File: src/sv/tmrc_pkg.sv
// ----------------------------------------------------------------------------
// tmrc_pkg
// shared widths, types and register codes for the clipped tile mean block
// ----------------------------------------------------------------------------
package tmrc_pkg;

  localparam int unsigned MAX_DIM = 4096;
  localparam int unsigned DIM_W   = $clog2(MAX_DIM) + 1;  // 13, holds MAX_DIM itself
  localparam int unsigned COORD_W = $clog2(MAX_DIM);      // 12
  localparam int unsigned PIX_W   = 32;
  localparam int unsigned NUM_CH  = 4;
  localparam int unsigned CH_W    = 8;
  localparam int unsigned SUM_W   = 32;
  localparam int unsigned CNT_W   = 25;
  localparam int unsigned ADDR_W  = 5;
  localparam int unsigned DATA_W  = 32;
  localparam int unsigned STEP_W  = $clog2(CH_W);
  localparam int unsigned CH_IDX_W = $clog2(NUM_CH);

  localparam logic [DIM_W-1:0] MAX_DIM_V = DIM_W'(MAX_DIM);

  localparam logic [DIM_W-1:0]   RST_IMAGE_WIDTH  = DIM_W'(640);
  localparam logic [DIM_W-1:0]   RST_IMAGE_HEIGHT = DIM_W'(480);
  localparam logic [DIM_W-1:0]   RST_TILE_SIZE    = DIM_W'(16);
  localparam logic [COORD_W-1:0] RST_TILE_X       = '0;
  localparam logic [COORD_W-1:0] RST_TILE_Y       = '0;

  typedef enum logic [2:0] {
    REG_IMAGE_WIDTH  = 3'd0,
    REG_IMAGE_HEIGHT = 3'd1,
    REG_TILE_SIZE    = 3'd2,
    REG_TILE_X       = 3'd3,
    REG_TILE_Y       = 3'd4
  } reg_idx_t;

  typedef struct packed {
    logic [DIM_W-1:0]   image_width;
    logic [DIM_W-1:0]   image_height;
    logic [DIM_W-1:0]   tile_size;
    logic [COORD_W-1:0] tile_x;
    logic [COORD_W-1:0] tile_y;
  } cfg_t;

  // per-frame totals handed from the accumulator to the divider
  // ch_sum[3] red, [2] green, [1] blue, [0] alpha
  typedef struct packed {
    logic [NUM_CH-1:0][SUM_W-1:0] ch_sum;
    logic [CNT_W-1:0]             tile_count;
  } frame_sums_t;

  typedef enum logic [1:0] {
    B_IDLE,
    B_CHECK,
    B_DIV,
    B_HOLD
  } back_state_t;

endpackage

File: src/sv/tmrc_if.sv
// ----------------------------------------------------------------------------
// tmrc_if
// valid/ready stream interfaces for pixels in and mean results out
// ----------------------------------------------------------------------------
interface tmrc_pix_if import tmrc_pkg::*; ();
  logic               valid;
  logic               ready;
  logic [PIX_W-1:0]   pixel_word;
  logic [COORD_W-1:0] pixel_col;
  logic [COORD_W-1:0] pixel_row;
  logic               frame_end;

  modport source (output valid, pixel_word, pixel_col, pixel_row, frame_end, input ready);
  modport sink   (input valid, pixel_word, pixel_col, pixel_row, frame_end, output ready);
endinterface

interface tmrc_mean_if import tmrc_pkg::*; ();
  logic             valid;
  logic             ready;
  logic [PIX_W-1:0] mean_word;
  logic             empty_tile;

  modport source (output valid, mean_word, empty_tile, input ready);
  modport sink   (input valid, mean_word, empty_tile, output ready);
endinterface

File: src/sv/tmrc_front.sv
// ----------------------------------------------------------------------------
// tmrc_front
// tile hit test and channel accumulation, one pixel per cycle while the queue is not full
// ----------------------------------------------------------------------------
module tmrc_front import tmrc_pkg::*; (
  input  logic              clk,
  input  logic              rst_n,
  tmrc_pix_if.sink          pix,
  input  cfg_t              cfg,
  input  logic              q_full,
  output logic              q_push,
  output frame_sums_t       q_data
);

  logic [NUM_CH-1:0][SUM_W-1:0] acc_r, acc_nxt;
  logic [CNT_W-1:0]             cnt_r, cnt_nxt;

  logic [DIM_W-1:0] x_lim, y_lim, x_end, y_end;
  logic [DIM_W:0]   x_end_raw, y_end_raw;
  logic             col_hit, row_hit, hit, accept;

  // clip tile end to the frame bound, bound itself clamped to MAX_DIM
  always_comb begin
    x_lim     = (cfg.image_width  > MAX_DIM_V) ? MAX_DIM_V : cfg.image_width;
    y_lim     = (cfg.image_height > MAX_DIM_V) ? MAX_DIM_V : cfg.image_height;
    x_end_raw = {2'b00, cfg.tile_x} + {1'b0, cfg.tile_size};
    y_end_raw = {2'b00, cfg.tile_y} + {1'b0, cfg.tile_size};
    x_end     = (x_end_raw > {1'b0, x_lim}) ? x_lim : x_end_raw[DIM_W-1:0];
    y_end     = (y_end_raw > {1'b0, y_lim}) ? y_lim : y_end_raw[DIM_W-1:0];
    col_hit   = (pix.pixel_col >= cfg.tile_x) && ({1'b0, pix.pixel_col} < x_end);
    row_hit   = (pix.pixel_row >= cfg.tile_y) && ({1'b0, pix.pixel_row} < y_end);
    hit       = col_hit && row_hit;
  end

  always_comb begin
    for (int c = 0; c < NUM_CH; c++) begin
      acc_nxt[c] = acc_r[c] + (hit ? SUM_W'(pix.pixel_word[c*CH_W +: CH_W]) : '0);
    end
    cnt_nxt = cnt_r + CNT_W'(hit);
  end

  assign pix.ready = !q_full;
  assign accept    = pix.valid && pix.ready;
  assign q_push    = accept && pix.frame_end;
  assign q_data    = '{ch_sum: acc_nxt, tile_count: cnt_nxt};

  always_ff @(posedge clk) begin
    if (!rst_n) begin
      acc_r <= '0;
      cnt_r <= '0;
    end else if (accept) begin
      if (pix.frame_end) begin
        acc_r <= '0;
        cnt_r <= '0;
      end else begin
        acc_r <= acc_nxt;
        cnt_r <= cnt_nxt;
      end
    end
  end

endmodule

File: src/sv/tmrc_fifo.sv
// ----------------------------------------------------------------------------
// tmrc_fifo
// two-entry queue of frame totals between accumulator and divider
// ----------------------------------------------------------------------------
module tmrc_fifo import tmrc_pkg::*; (
  input  logic        clk,
  input  logic        rst_n,
  input  logic        push,
  input  frame_sums_t push_data,
  input  logic        pop,
  output frame_sums_t pop_data,
  output logic        full,
  output logic        empty
);

  frame_sums_t entry_r [2];
  logic        wr_ptr_r, wr_ptr_nxt;
  logic        rd_ptr_r, rd_ptr_nxt;
  logic [1:0]  level_r, level_nxt;
  logic        do_push, do_pop;

  assign full     = (level_r == 2'd2);
  assign empty    = (level_r == 2'd0);
  assign do_push  = push && !full;
  assign do_pop   = pop && !empty;
  assign pop_data = entry_r[rd_ptr_r];

  always_comb begin
    wr_ptr_nxt = do_push ? !wr_ptr_r : wr_ptr_r;
    rd_ptr_nxt = do_pop  ? !rd_ptr_r : rd_ptr_r;
    level_nxt  = level_r + 2'(do_push) - 2'(do_pop);
  end

  always_ff @(posedge clk) begin
    if (!rst_n) begin
      wr_ptr_r <= 1'b0;
      rd_ptr_r <= 1'b0;
      level_r  <= 2'd0;
    end else begin
      wr_ptr_r <= wr_ptr_nxt;
      rd_ptr_r <= rd_ptr_nxt;
      level_r  <= level_nxt;
    end
  end

  always_ff @(posedge clk) begin
    if (do_push) begin
      entry_r[wr_ptr_r] <= push_data;
    end
  end

endmodule

File: src/sv/tmrc_back.sv
// ----------------------------------------------------------------------------
// tmrc_back
// shared restoring divider producing the saturated per-channel means
// ----------------------------------------------------------------------------
module tmrc_back import tmrc_pkg::*; (
  input  logic        clk,
  input  logic        rst_n,
  input  logic        q_empty,
  input  frame_sums_t q_data,
  output logic        q_pop,
  tmrc_mean_if.source res
);

  back_state_t state_r, state_nxt;

  logic [NUM_CH-1:0][SUM_W-1:0] sum_r;
  logic [CNT_W-1:0]             cnt_r;
  logic [CH_IDX_W-1:0]          ch_r;
  logic [STEP_W-1:0]            step_r;
  logic [SUM_W-1:0]             rem_r;
  logic [NUM_CH-1:0][CH_W-1:0]  mean_r;
  logic                         empty_r;

  logic             out_valid_r;
  logic [PIX_W-1:0] out_word_r;
  logic             out_empty_r;

  logic             load, sat_check, div_step, load_out, slot_free;
  logic             sat, fits, last_ch;
  logic [SUM_W:0]   sat_lim;
  logic [SUM_W-1:0] trial;

  assign slot_free = !out_valid_r || res.ready;
  assign sat_lim   = {cnt_r, CH_W'(0)};
  assign sat       = {1'b0, sum_r[ch_r]} >= sat_lim;
  assign trial     = SUM_W'(cnt_r) << step_r;
  assign fits      = rem_r >= trial;
  assign last_ch   = (ch_r == CH_IDX_W'(NUM_CH - 1));

  always_comb begin
    state_nxt = state_r;
    unique case (state_r)
      B_IDLE: begin
        if (!q_empty) begin
          state_nxt = (q_data.tile_count == '0) ? B_HOLD : B_CHECK;
        end
      end
      B_CHECK: begin
        if (!sat) state_nxt = B_DIV;
        else if (last_ch) state_nxt = B_HOLD;
      end
      B_DIV: begin
        if (step_r == '0) state_nxt = last_ch ? B_HOLD : B_CHECK;
      end
      B_HOLD: begin
        if (slot_free) state_nxt = B_IDLE;
      end
      default: state_nxt = B_IDLE;
    endcase
  end

  always_comb begin
    load      = 1'b0;
    sat_check = 1'b0;
    div_step  = 1'b0;
    load_out  = 1'b0;
    unique case (state_r)
      B_IDLE:  load      = !q_empty;
      B_CHECK: sat_check = 1'b1;
      B_DIV:   div_step  = 1'b1;
      B_HOLD:  load_out  = slot_free;
      default: ;
    endcase
  end

  assign q_pop = load;

  always_ff @(posedge clk) begin
    if (!rst_n) state_r <= B_IDLE;
    else        state_r <= state_nxt;
  end

  always_ff @(posedge clk) begin
    if (load) begin
      sum_r   <= q_data.ch_sum;
      cnt_r   <= q_data.tile_count;
      ch_r    <= '0;
      mean_r  <= '0;
      empty_r <= (q_data.tile_count == '0);
    end
    if (sat_check) begin
      rem_r  <= sum_r[ch_r];
      step_r <= STEP_W'(CH_W - 1);
      if (sat) begin
        mean_r[ch_r] <= '1;
        ch_r         <= ch_r + 1'b1;
      end
    end
    if (div_step) begin
      if (fits) rem_r <= rem_r - trial;
      mean_r[ch_r][step_r] <= fits;
      step_r <= step_r - 1'b1;
      if (step_r == '0) ch_r <= ch_r + 1'b1;
    end
  end

  always_ff @(posedge clk) begin
    if (!rst_n) begin
      out_valid_r <= 1'b0;
    end else if (load_out) begin
      out_valid_r <= 1'b1;
    end else if (res.ready) begin
      out_valid_r <= 1'b0;
    end
  end

  always_ff @(posedge clk) begin
    if (load_out) begin
      out_word_r  <= mean_r;
      out_empty_r <= empty_r;
    end
  end

  assign res.valid      = out_valid_r;
  assign res.mean_word  = out_word_r;
  assign res.empty_tile = out_empty_r;

endmodule

File: src/sv/tile_mean_rgba_clipped_core.sv
// ----------------------------------------------------------------------------
// tile_mean_rgba_clipped_core
// per-channel mean of a clipped square tile of an rgba8888 frame
// ----------------------------------------------------------------------------
//
//  port        dir   kind           carries
//  in_pix      in    valid/ready    pixel_word, pixel_col, pixel_row, frame_end
//  out_mean    out   valid/ready    mean_word, empty_tile
//  psel..      in    apb write/rd   image_width, image_height, tile_size,
//                                   tile_x, tile_y at byte address 4*index
//
//  pixels are taken one per cycle unless the queue is full; the hit test and channel sums run in the
//  accumulator with no bubble, frame_end pixel included
//  a frame_end transfer queues the frame totals; the divider then runs one
//  saturation check and 8 quotient bits per channel (a saturated channel
//  skips its bits, an empty tile skips all) before out_mean goes valid from
//  its output register; out_mean back-pressure and frames already queued
//  ahead delay it
//  in_pix stalls only when two finished frames wait in the queue
//  rst_n is synchronous; it clears sums, queue, divider and output valid
//  and restores the register defaults
//
module tile_mean_rgba_clipped_core import tmrc_pkg::*; (
  input  logic              clk,
  input  logic              rst_n,
  tmrc_pix_if.sink          in_pix,
  tmrc_mean_if.source       out_mean,
  input  logic              psel,
  input  logic              penable,
  input  logic              pwrite,
  input  logic [ADDR_W-1:0] paddr,
  input  logic [DATA_W-1:0] pwdata,
  output logic [DATA_W-1:0] prdata,
  output logic              pready
);

  cfg_t        cfg_r, cfg_nxt;
  reg_idx_t    reg_idx;
  logic        wr_en;

  logic        q_push, q_pop, q_full, q_empty;
  frame_sums_t q_wr_data, q_rd_data;

  // register index from the word address; low byte bits ignored
  assign reg_idx = reg_idx_t'(paddr[ADDR_W-1:2]);
  assign pready  = 1'b1;
  assign wr_en   = psel && penable && pwrite;

  // write path, fields keep only their own width
  always_comb begin
    cfg_nxt = cfg_r;
    if (wr_en) begin
      unique case (reg_idx)
        REG_IMAGE_WIDTH:  cfg_nxt.image_width  = pwdata[DIM_W-1:0];
        REG_IMAGE_HEIGHT: cfg_nxt.image_height = pwdata[DIM_W-1:0];
        REG_TILE_SIZE:    cfg_nxt.tile_size    = pwdata[DIM_W-1:0];
        REG_TILE_X:       cfg_nxt.tile_x       = pwdata[COORD_W-1:0];
        REG_TILE_Y:       cfg_nxt.tile_y       = pwdata[COORD_W-1:0];
        default: ;  // unmapped addresses take no write
      endcase
    end
  end

  always_ff @(posedge clk) begin
    if (!rst_n) begin
      cfg_r.image_width  <= RST_IMAGE_WIDTH;
      cfg_r.image_height <= RST_IMAGE_HEIGHT;
      cfg_r.tile_size    <= RST_TILE_SIZE;
      cfg_r.tile_x       <= RST_TILE_X;
      cfg_r.tile_y       <= RST_TILE_Y;
    end else begin
      cfg_r <= cfg_nxt;
    end
  end

  // read path
  always_comb begin
    unique case (reg_idx)
      REG_IMAGE_WIDTH:  prdata = DATA_W'(cfg_r.image_width);
      REG_IMAGE_HEIGHT: prdata = DATA_W'(cfg_r.image_height);
      REG_TILE_SIZE:    prdata = DATA_W'(cfg_r.tile_size);
      REG_TILE_X:       prdata = DATA_W'(cfg_r.tile_x);
      REG_TILE_Y:       prdata = DATA_W'(cfg_r.tile_y);
      default:          prdata = '0;
    endcase
  end

  // front: hit test and accumulation at full pixel rate unless the queue is full
  tmrc_front u_front (
    .clk    (clk),
    .rst_n  (rst_n),
    .pix    (in_pix),
    .cfg    (cfg_r),
    .q_full (q_full),
    .q_push (q_push),
    .q_data (q_wr_data)
  );

  // frame totals wait here so the accumulator waits on the divider only when two frames are queued
  tmrc_fifo u_fifo (
    .clk       (clk),
    .rst_n     (rst_n),
    .push      (q_push),
    .push_data (q_wr_data),
    .pop       (q_pop),
    .pop_data  (q_rd_data),
    .full      (q_full),
    .empty     (q_empty)
  );

  // back: shared divider and output register
  tmrc_back u_back (
    .clk     (clk),
    .rst_n   (rst_n),
    .q_empty (q_empty),
    .q_data  (q_rd_data),
    .q_pop   (q_pop),
    .res     (out_mean)
  );

endmodule
File: src/flat_wrapper.sv
// flat-port wrapper written by rule: the top's interface ports become plain ports
module tile_mean_rgba_clipped_core_flat import tmrc_pkg::*;
  (clk, rst_n, psel, penable, pwrite, paddr, pwdata, prdata, pready, in_pix_valid, in_pix_pixel_word, in_pix_pixel_col, in_pix_pixel_row, in_pix_frame_end, in_pix_ready, out_mean_valid, out_mean_mean_word, out_mean_empty_tile, out_mean_ready);
  tmrc_pix_if in_pix_i ();
  tmrc_mean_if out_mean_i ();
  input  logic clk;
  input  logic rst_n;
  input  logic psel;
  input  logic penable;
  input  logic pwrite;
  input  logic [ADDR_W-1:0] paddr;
  input  logic [DATA_W-1:0] pwdata;
  output logic [DATA_W-1:0] prdata;
  output logic pready;
  input wire logic [$bits(in_pix_i.valid)-1:0] in_pix_valid;
  input wire logic [$bits(in_pix_i.pixel_word)-1:0] in_pix_pixel_word;
  input wire logic [$bits(in_pix_i.pixel_col)-1:0] in_pix_pixel_col;
  input wire logic [$bits(in_pix_i.pixel_row)-1:0] in_pix_pixel_row;
  input wire logic [$bits(in_pix_i.frame_end)-1:0] in_pix_frame_end;
  output wire logic [$bits(in_pix_i.ready)-1:0] in_pix_ready;
  output wire logic [$bits(out_mean_i.valid)-1:0] out_mean_valid;
  output wire logic [$bits(out_mean_i.mean_word)-1:0] out_mean_mean_word;
  output wire logic [$bits(out_mean_i.empty_tile)-1:0] out_mean_empty_tile;
  input wire logic [$bits(out_mean_i.ready)-1:0] out_mean_ready;
  assign in_pix_i.valid = in_pix_valid;
  assign in_pix_i.pixel_word = in_pix_pixel_word;
  assign in_pix_i.pixel_col = in_pix_pixel_col;
  assign in_pix_i.pixel_row = in_pix_pixel_row;
  assign in_pix_i.frame_end = in_pix_frame_end;
  assign in_pix_ready = in_pix_i.ready;
  assign out_mean_valid = out_mean_i.valid;
  assign out_mean_mean_word = out_mean_i.mean_word;
  assign out_mean_empty_tile = out_mean_i.empty_tile;
  assign out_mean_i.ready = out_mean_ready;
  tile_mean_rgba_clipped_core u_core (.clk(clk), .rst_n(rst_n), .in_pix(in_pix_i), .out_mean(out_mean_i), .psel(psel), .penable(penable), .pwrite(pwrite), .paddr(paddr), .pwdata(pwdata), .prdata(prdata), .pready(pready));
endmodule
File: config.mk
export PLATFORM = sky130hd
export DESIGN_NAME = tile_mean_rgba_clipped_core_flat
export DESIGN_NICKNAME = d
export VERILOG_FILES = /design/src/sv/tmrc_pkg.sv /design/src/sv/tmrc_if.sv /design/src/sv/tmrc_front.sv /design/src/sv/tmrc_fifo.sv /design/src/sv/tmrc_back.sv /design/src/sv/tile_mean_rgba_clipped_core.sv /design/src/flat_wrapper.sv
export SDC_FILE = /design/constraint.sdc
export NUM_CORES = 1
export LEC_CHECK = 0
export BUFFER_PORTS_ARGS = -buffer_cell sky130_fd_sc_hd__clkbuf_2
export CAP_MARGIN = 25
export CORE_AREA = 2 2 389 314
export CTS_CLUSTER_SIZE = 20
export DETAILED_ROUTE_END_ITERATION = 16
export DIE_AREA = 0 0 391 316
export HOLD_SLACK_MARGIN = 0.12
export SYNTH_ARGS = -nofsm -noshare
export SYNTH_HDL_FRONTEND = slang
export SYNTH_SLANG_ARGS = --single-unit
export TNS_END_PERCENT = 5
File: constraint.sdc
create_clock -name clk -period 29.8 [get_ports clk]
set_input_delay 5.96 -clock clk [delete_from_list [all_inputs] [get_ports clk]]
set_output_delay 5.96 -clock clk [all_outputs]
set_load 0.1 [all_outputs]
-- Word-level counts from Yosys, hierarchy flattened
Memories as Yosys holds them, arrays and structs flattened. A register that Yosys moved wholly into a read port is not among the register bits.
Cells that the tools add are included.
- $add $sub $neg: 12
- order comparisons: 14
- equality and inequality tests: 13
- shift-type cells: 1
- multiplexer cells: 52
- bitwise operators: 1
- reductions and logical operators: 30
- operators by type and width (operator ; count):
    32-bit 2-to-1 mux ; 8
    32-bit by 8-bit adder with 32-bit output ; 4
    128-bit 2-to-1 mux ; 1
    13-bit one-hot mux with 5 select lines ; 1
    32-bit binary-select mux with 2-bit select ; 1
    13-bit 2-to-1 mux ; 4
    8-bit 2-to-1 mux ; 6
    32-bit by 33-bit greater-or-equal comparator with 1-bit output ; 1
    32-bit bitwise mux ; 1
    8-bit demux with 2-bit select ; 2
    32-bit greater-or-equal comparator ; 1
    32-bit bitwise OR ; 1
    25-bit by 3-bit left shift with 32-bit output ; 1
    32-bit subtractor ; 1
    12-bit by 13-bit adder with 14-bit output ; 2
    14-bit by 13-bit > comparator with 1-bit output ; 2
    13-bit > comparator (second input constant) ; 2
    12-bit by 13-bit less-than comparator with 1-bit output ; 2
    25-bit by 1-bit adder with 25-bit output ; 1
    25-bit zero test ; 1
    25-bit 2-to-1 mux ; 1
    12-bit greater-or-equal comparator ; 2
    2-bit 2-to-1 mux ; 12
    1-bit logical AND ; 11
    26 further kinds ; 54
- register bits: 479
- bits in writable memories: 306
- input bits: 101
- output and inout bits: 68
- logic and storage cells: 154
- memories kept: 1
- memory list (name ; depth ; width ; rd ports ; clocked after memory_dff ; wr ports ; line ; RTL):
    u_core.u_fifo.entry_r ; 2 ; 153 ; 1 ; 1 ; 1 ; tmrc_fifo.sv:16 ; frame_sums_t entry_r [2];

-- Longest topological paths before layout
Gate-level depths: netlist of run 1.
- depth after elaboration: 10
- mapped depth: 43
- gate-level depth less buffers: 39

-- Cells and area by module
Synthesis of run 1 repeated with hierarchy kept, for this count alone.
- cells, all modules: 3583
- area, all modules: 40740.3 sq um
- by module, submodules not included (module ; instances ; cells each ; area each (sq um) ; sequential area each (sq um)):
    tmrc_front ; 1 ; 1703 ; 13112.6 ; 3062.9
    tmrc_back ; 1 ; 1059 ; 13035.0 ; 7086.8
    tmrc_fifo ; 1 ; 503 ; 11549.8 ; 9288.9
    tile_mean_rgba_clipped_core ; 1 ; 318 ; 3042.9 ; 1261.2

-- Worst setup path after synthesis of run 1
Ideal clock, no wire load.
- path type: input to output
- start: in paddr[4]
- end: out prdata[6]
- arrival time: 8.456 ns
- required time: 23.840 ns
- setup slack: 15.384 ns
- cell stages on the path: 5
- path buffers: 2
- cell sequence: clkbuf_1 -> buf_1 -> and3_1 -> a21oi_1 -> o22ai_1
- word-level cells in the longest chain between the ends: 2
- elaborated cells on any way between the ends: 6
- classes of those cells: eq/ne (4); mux (1); reduce/logical (1)
- ends and longest elaborated chain (item ; line ; RTL):
    from (decl) ; flat_wrapper.sv:11 ; input logic [ADDR_W-1:0] paddr;
    3-bit == test, or another cell as far along ; tile_mean_rgba_clipped_core.sv:78 ; unique case (reg_idx)
    13-bit one-hot mux with 5 select lines * ; tile_mean_rgba_clipped_core.sv:78 ;
    to (decl) ; flat_wrapper.sv:13 ; output logic [DATA_W-1:0] prdata;
Mark *: on every way between the ends. The rest lies on a longest branch, timed or not.

-- Worst setup path after layout of run 1
- start: in paddr[3]
- end: out prdata[9]
Same word-level chain as after synthesis.

==> results.cfg, run 1 <==
[status]
status = finished clean

[critical_path]
r2r-end = u_core.u_fifo.entry_r[0][142]
reg2reg_slack_ns = 19.99
crit_chain = clkbuf_2 > inv_1 > nor2_1 > a21oi_1 > o22ai_1 > clkbuf_2
reg2regPathDepth = 37
cp_slowest_stage_delay_ns = 0.82
cp.arrival_ns = 8.60
cp_max_fo = 29
worstSetupStartpointType = input port
cp_common_cell = clkbuf_2
worstSetupEndpointType = output port
path_buf_inv = 3
r2r_start = u_core.cfg_r[24]
path_delay_family = buffers and inverters
critical_path_class = in -> out
cp_data_required_time_ns = 23.84
cpMaxStageDelayCell = nor2_1

[logic_synthesis]
yosysTopAreaCell = edfxtp_1
synth_cells = 3532
synthTopCellsByArea = edfxtp_1, dfxtp_1, ha_1
synth_top_area_share_pct = 36.8
synth_edf_count = 496
synth_ff_type = edfxtp_1
ys_seq_elements = 786
yosys.cell_types.count = 94
yosys_warnings = 0
synth_area_mm2 = 0.0405
synthArstFlopShare_pct = 0
avgSynthCellArea_um2 = 11.5
seq_area_frac_synth_pct = 51.1

[global_routing]
met2_usage_pct = 25.1
grt_max_degree = 155
grt_overflow = 0
grt_antenna_before_repair = 3
met1_usage_pct = 25.0
track_usage_pct = 16.9
gr-usage-met3_pct = 3.24
grt_pass1_vias = 26668
top_usage_layer = met2
grt_pass1_wl_um = 161000

[clock_tree]
clock_path_buffers = 3
cts-root-buf = clkbuf_16
cts_resized = 0
postCtsSetupBuffers = 0
cts_buffers = 81
cts.sink_count = 786
clk_latency_ns = 0.68
clk_pin_slew_ns = 0.06
htree_levels = 3
cts_tree = built
postCtsHoldBufs = 0

[pwr]
leakagePower_nw = 16.6
p_per_area_mw_per_mm2 = 77.5
max-vdd-ir-drop_uv = 67.9

[detailed_routing]
drt.antenna.violating_nets = 0
post_drt_wl_per_cell_um = 20.3
totalWireLength_um = 106000
routed_via_density = 5.32
drt-initial-drc-count = 2363
vias = 27751
first_pass_iters = 6
drc = 0

[floorplan]
std_cell_rows = 114
die-area_mm2 = 0.124
initial_core_util_pct = 33.8
pin_count = 169
core_area_mm2 = 0.120
die_w_um = 391
die-height_um = 316

[cells_and_area]
final_cells = 5219
final_cell_mix = edfxtp_1, dfxtp_1, nand2_1
layout-area-overhead-vs-synth_pct = 11.6
layout_commonest_cell = edfxtp_1
drive_above_1_share_pct = 16.1
nets = 3890

[sta]
min_period_over_period_pct = 48.9
skew_ns = 0.0353
slew_headroom_pct = 32.1
final_hold_viol_count = 0
fin_ws_ns = 15.24
timing.setup.tns_ns = 0
clock.fmax_ghz = 0.0687
maxSlewViolCount = 0
finalSetupViolations = 0
fin_crit_ns = 14.56
worst-slew-pin-transition_ns = 1.02
rsz0062_at_grt = false

[min_path]
min_to = u_core.u_back.res.mean_word[24]
hp-class = reg -> reg
hold-path-cell-count = 0
hold_start = u_core.u_back.mean_r[24]

[placement]
portBuffers = 127
gp_congestion = 0.876
dp_slack_ns = 15.33
place_hpwl_um = 71000
placed_cells = 5065

[flow_run]
drv_cap = 0
[cell type report]
| class | count | area [um^2] |
|---|---|---|
| multi-input cells | 2437 | 18500 |
| repair buffers | 166 | 991 |
| well taps | 1566 | 1960 |
| clock inverters | 45 | 413 |
| clock buffers | 106 | 2190 |
| fillers | 11560 | 74600 |
| flip-flops and latches | 786 | 20700 |
| diodes | 2 | 5.00 |
| inverters | 111 | 422 |
[cell usage after synthesis (64+ instances only)]
cell type  instances
mux2i_1          118
o21ai_0          128
ha_1             199
xor2_1            64
mux2_2           156
a21oi_1          198
clkbuf_1         155
dfxtp_1          290
nor2b_1          104
nor2_1           154
nand3_1           92
edfxtp_1         496
nand2_1          256
xnor2_1          129
inv_1            109
[worst max-delay path by stage]
stage | startpoint | endpoint | slack (ns) | depth (start not counted)
detailed placement | paddr[3] | prdata[10] | 15.33 | 6
floorplan | paddr[4] | prdata[6] | 15.38 | 5
global placement | paddr[3] | prdata[5] | 15.33 | 6
finish | paddr[3] | prdata[9] | 15.24 | 6
global route | paddr[3] | prdata[3] | 15.11 | 6
CTS | paddr[3] | prdata[10] | 15.33 | 6
[flip-flops by register name (all words and copies together), names as in the netlist, named ones only]
register / cells
u_core.u_back.step_r: 3
u_core.u_fifo.entry_r: 306
u_core.u_back.empty_r: 1
u_core.u_front.cnt_r: 25
u_core.u_back.ch_r: 2
u_core.u_back.res.valid: 1
u_core.u_back.mean_r: 32
u_core.u_back.res.empty_tile: 1
u_core.cfg_r: 63
u_core.u_back.state_r: 2
u_core.u_fifo.wr_ptr_r: 1
u_core.u_front.acc_r: 128
u_core.u_back.sum_r: 128
u_core.u_fifo.level_r: 2
u_core.u_back.cnt_r: 25
u_core.u_fifo.rd_ptr_r: 1
u_core.u_back.rem_r: 32
u_core.u_back.res.mean_word: 32
[cell families (layout without fill, tap and decap cells)]
family | count (synthesis) | count (layout) | synth area share [%]
AOI/OAI and AO/OA | 790 | 790 | 12.8
adders and majority gates | 206 | 206 | 6.49
buffers and inverters | 327 | 428 | 3.46
muxes | 322 | 322 | 9.92
and+or+nand+nor | 906 | 906 | 12.1
other | 2 | 22 | 0.0185
xor gates and xnor gates | 193 | 193 | 4.17
DFF | 786 | 786 | 51.1
[worst register-to-register path, delay by kind of cell (launching register included)]
| kind | cells | cell delay (ns) |
|---|---|---|
| AOI/OAI and AO/OA | 17 | 3.97 |
| adders and majority gates | 5 | 1.46 |
| buffers and inverters | 3 | 0.58 |
| and+or+nand+nor | 10 | 2.28 |
| DFF | 1 | 0.45 |
| xor gates and xnor gates | 2 | 0.79 |
[layer usage]
metal  wire length [um]  up-vias
met3               6720      138
met1              51600    13647
li1                   -    13220
met2              45200      746
met4               2210        0
met5                  0        -
[where the power goes]
part / switching [mW] / internal [mW]
clock: 0.445 / 0.567
sequential: 0.0796 / 1.35
combinational: 0.658 / 0.401
[through the flow]
stage,power [mW],util [%],hold WS [ns],instance area (um^2)
6_report,3.51,37.8,0.431,45200
5_1_grt,3.68,37.7,0.442,45200
4_1_cts,3.52,37.7,0.433,45200
3_5_place_dp,2.50,35.5,0.419,42600
3_3_place_gp,2.49,35.5,0.413,42600
2_1_floorplan,2.20,-,0.400,40600
(Power assumes the default switching activity.)
==> inputs of run 2 (changes only) <==
Clock period 29.8 ns to 13.21 ns, I/O delays scaled along.
==> run 2 against run 1 <==
Effect of this change: routed wire length fell by 0.95%; first-iteration DRC count rose by 9.5%; combinational power rose by 120%; core utilization up 0.054 points; global-route usage is 0.092 points lower; critical endpoint is now u_core.u_fifo.entry_r[0][142]; largest cell class unchanged; largest power group unchanged; highest routed layer unchanged.
==> results.cfg, run 2 (synthesis gave the netlist of run 1 again) <==
[global_routing]
grt_pass1_vias = 26329
grt_antenna_before_repair = 1
grt_pass1_wl_um = 160000
grt_max_degree = 155
grt_overflow = 0
track_usage_pct = 16.8

[clock_tree]
cts-root-buf = clkbuf_16
postCtsSetupBuffers = 0
cts.sink_count = 786
clk_latency_ns = 0.66
clock_path_buffers = 3
cts_resized = 0
postCtsHoldBufs = 0
cts_tree = built
clk_pin_slew_ns = 0.06
cts_buffers = 82
htree_levels = 3

[critical_path]
cp_data_required_time_ns = 13.59
reg2reg_slack_ns = 3.59
reg2regPathDepth = 37
cp_max_fo = 33
r2r-end = u_core.u_fifo.entry_r[0][142]
r2r_start = u_core.cfg_r[24]
path_buf_inv = 3
cp_slowest_stage_delay_ns = 0.82
path_delay_family = compound AO/OA/AOI/OAI gates
cp.arrival_ns = 10.00
cpMaxStageDelayCell = a2111oi_2
worstSetupEndpointType = flip-flop
critical_path_class = reg -> reg
worstSetupStartpointType = flip-flop

[pwr]
p_int_mw = 5.33
combinationalPowerShare_pct = 29.8
netSwitchingFraction_pct = 33.1
power_frac_seq_pct = 40.7
total_power_mw = 7.96
max-vdd-ir-drop_uv = 101
clockPowerShare_pct = 29.5
switchingPower_mw = 2.63
p_per_area_mw_per_mm2 = 176
leakagePower_nw = 16.7

[sta]
min_period_over_period_pct = 72.8
final_hold_viol_count = 0
finalSetupViolations = 0
clock.fmax_ghz = 0.104
fin_crit_ns = 9.62
rsz0062_at_grt = false
worst-slew-pin-transition_ns = 1.05
timing.setup.tns_ns = 0
skew_ns = 0.0307
maxSlewViolCount = 0
slew_headroom_pct = 30.1
fin_ws_ns = 3.59
hold_slack_ns = 0.429

[cells_and_area]
final_cells = 5219
multi_input_area_mm2 = 0.0185
fillers = 11552
seqCellArea_mm2 = 0.0207
largest_registers = u_core.u_fifo.entry_r: 306 flops, u_core.u_back.sum_r: 128 flops, u_core.u_front.acc_r: 128 flops
layout_commonest_cell = edfxtp_1
drive_above_1_share_pct = 16.0
nets = 3892
layout-area-overhead-vs-synth_pct = 11.8
final_cell_mix = edfxtp_1, dfxtp_1, nand2_1
final_util_pct = 37.8
diodes = 0
final_area_mm2 = 0.0453
largest_reg_flops = 306
regMostFlops = u_core.u_fifo.entry_r

[flow_run]
drv_cap = 0

[detailed_routing]
post_drt_wl_per_cell_um = 20.1
vias = 27708
routed_via_density = 5.31
drc = 0
drt.antenna.violating_nets = 0
drt-initial-drc-count = 2588
totalWireLength_um = 105000
first_pass_iters = 5

[floorplan]
die_w_um = 391
die-height_um = 316
die-area_mm2 = 0.124
std_cell_rows = 114
initial_core_util_pct = 33.8
core_area_mm2 = 0.120
pin_count = 169

[min_path]
hold-path-cell-count = 0
min_to = u_core.u_back.res.mean_word[16]
hold_start = u_core.u_back.mean_r[16]
hp-class = reg -> reg

[status]
status = finished clean

[placement]
placed_cells = 5066
portBuffers = 127
gp_congestion = 0.891
dp_slack_ns = 3.66
place_hpwl_um = 70800
place_area_mm2 = 0.0426
[run 2: changes by cell type in the layout (fill, tap and decap cells not counted), moves of 2 or more]
cell / delta
clkinvlp_4: -6
bufinv_16: +3
inv_6: -2
buf_4: +3
clkbuf_1: +6
diode_2: -2
clkbuf_16: +3
[run 2: how the worst max path moves through the flow]
stage                           startpoint                            end  slack (ns)  depth (start not counted)
after detailed placement  u_core.cfg_r[24]  u_core.u_fifo.entry_r[1][142]        3.66                         37
after global placement    u_core.cfg_r[24]  u_core.u_fifo.entry_r[0][142]        3.76                         37
after global routing      u_core.cfg_r[24]  u_core.u_fifo.entry_r[0][142]        2.86                         37
final                     u_core.cfg_r[24]  u_core.u_fifo.entry_r[0][142]        3.59                         37
after floorplan               in_pix_valid    u_core.u_fifo.entry_r[0][0]        2.86                          5
after CTS                 u_core.cfg_r[24]  u_core.u_fifo.entry_r[0][142]        3.60                         37
[run 2: final cells by class]
| cell class | count | area share, % |
|---|---|---|
| clock buffer | 116 | 5.09 |
| clock inverter | 36 | 0.865 |
| inverter | 111 | 0.931 |
| multi-input combinational | 2437 | 40.9 |
| sequential | 786 | 45.7 |
| tap | 1566 | 4.33 |
| timing repair buffer | 167 | 2.14 |
[run 2: worst reg2reg max path: cells and delay by family, from the launching register on]
kind                     cells  cell delay, ns
AO/OA/AOI/OAI               17            4.32
AND/OR/NAND/NOR             10            2.11
adder cells (fa/ha/maj)      5            1.38
XOR/XNOR                     2            0.59
buffers and inverters        3            0.59
flip-flops                   1            0.38
[run 2: metal layers]
| metal | wire (um) | track usage, % |
|---|---|---|
| met5 | 0 | 0 |
| met4 | 2430 | 4.58 |
| met3 | 6480 | 3.01 |
| met2 | 44600 | 24.7 |
| met1 | 51200 | 25.1 |
[run 2: power by group through the flow]
stage	Combinational (mW)	Clock, mW	Sequential, mW
floorplan	1.72	0	3.25
global placement	2.33	0	3.28
detailed placement	2.36	0	3.29
CTS	2.37	2.41	3.24
global route	2.59	2.51	3.27
finish	2.37	2.35	3.24
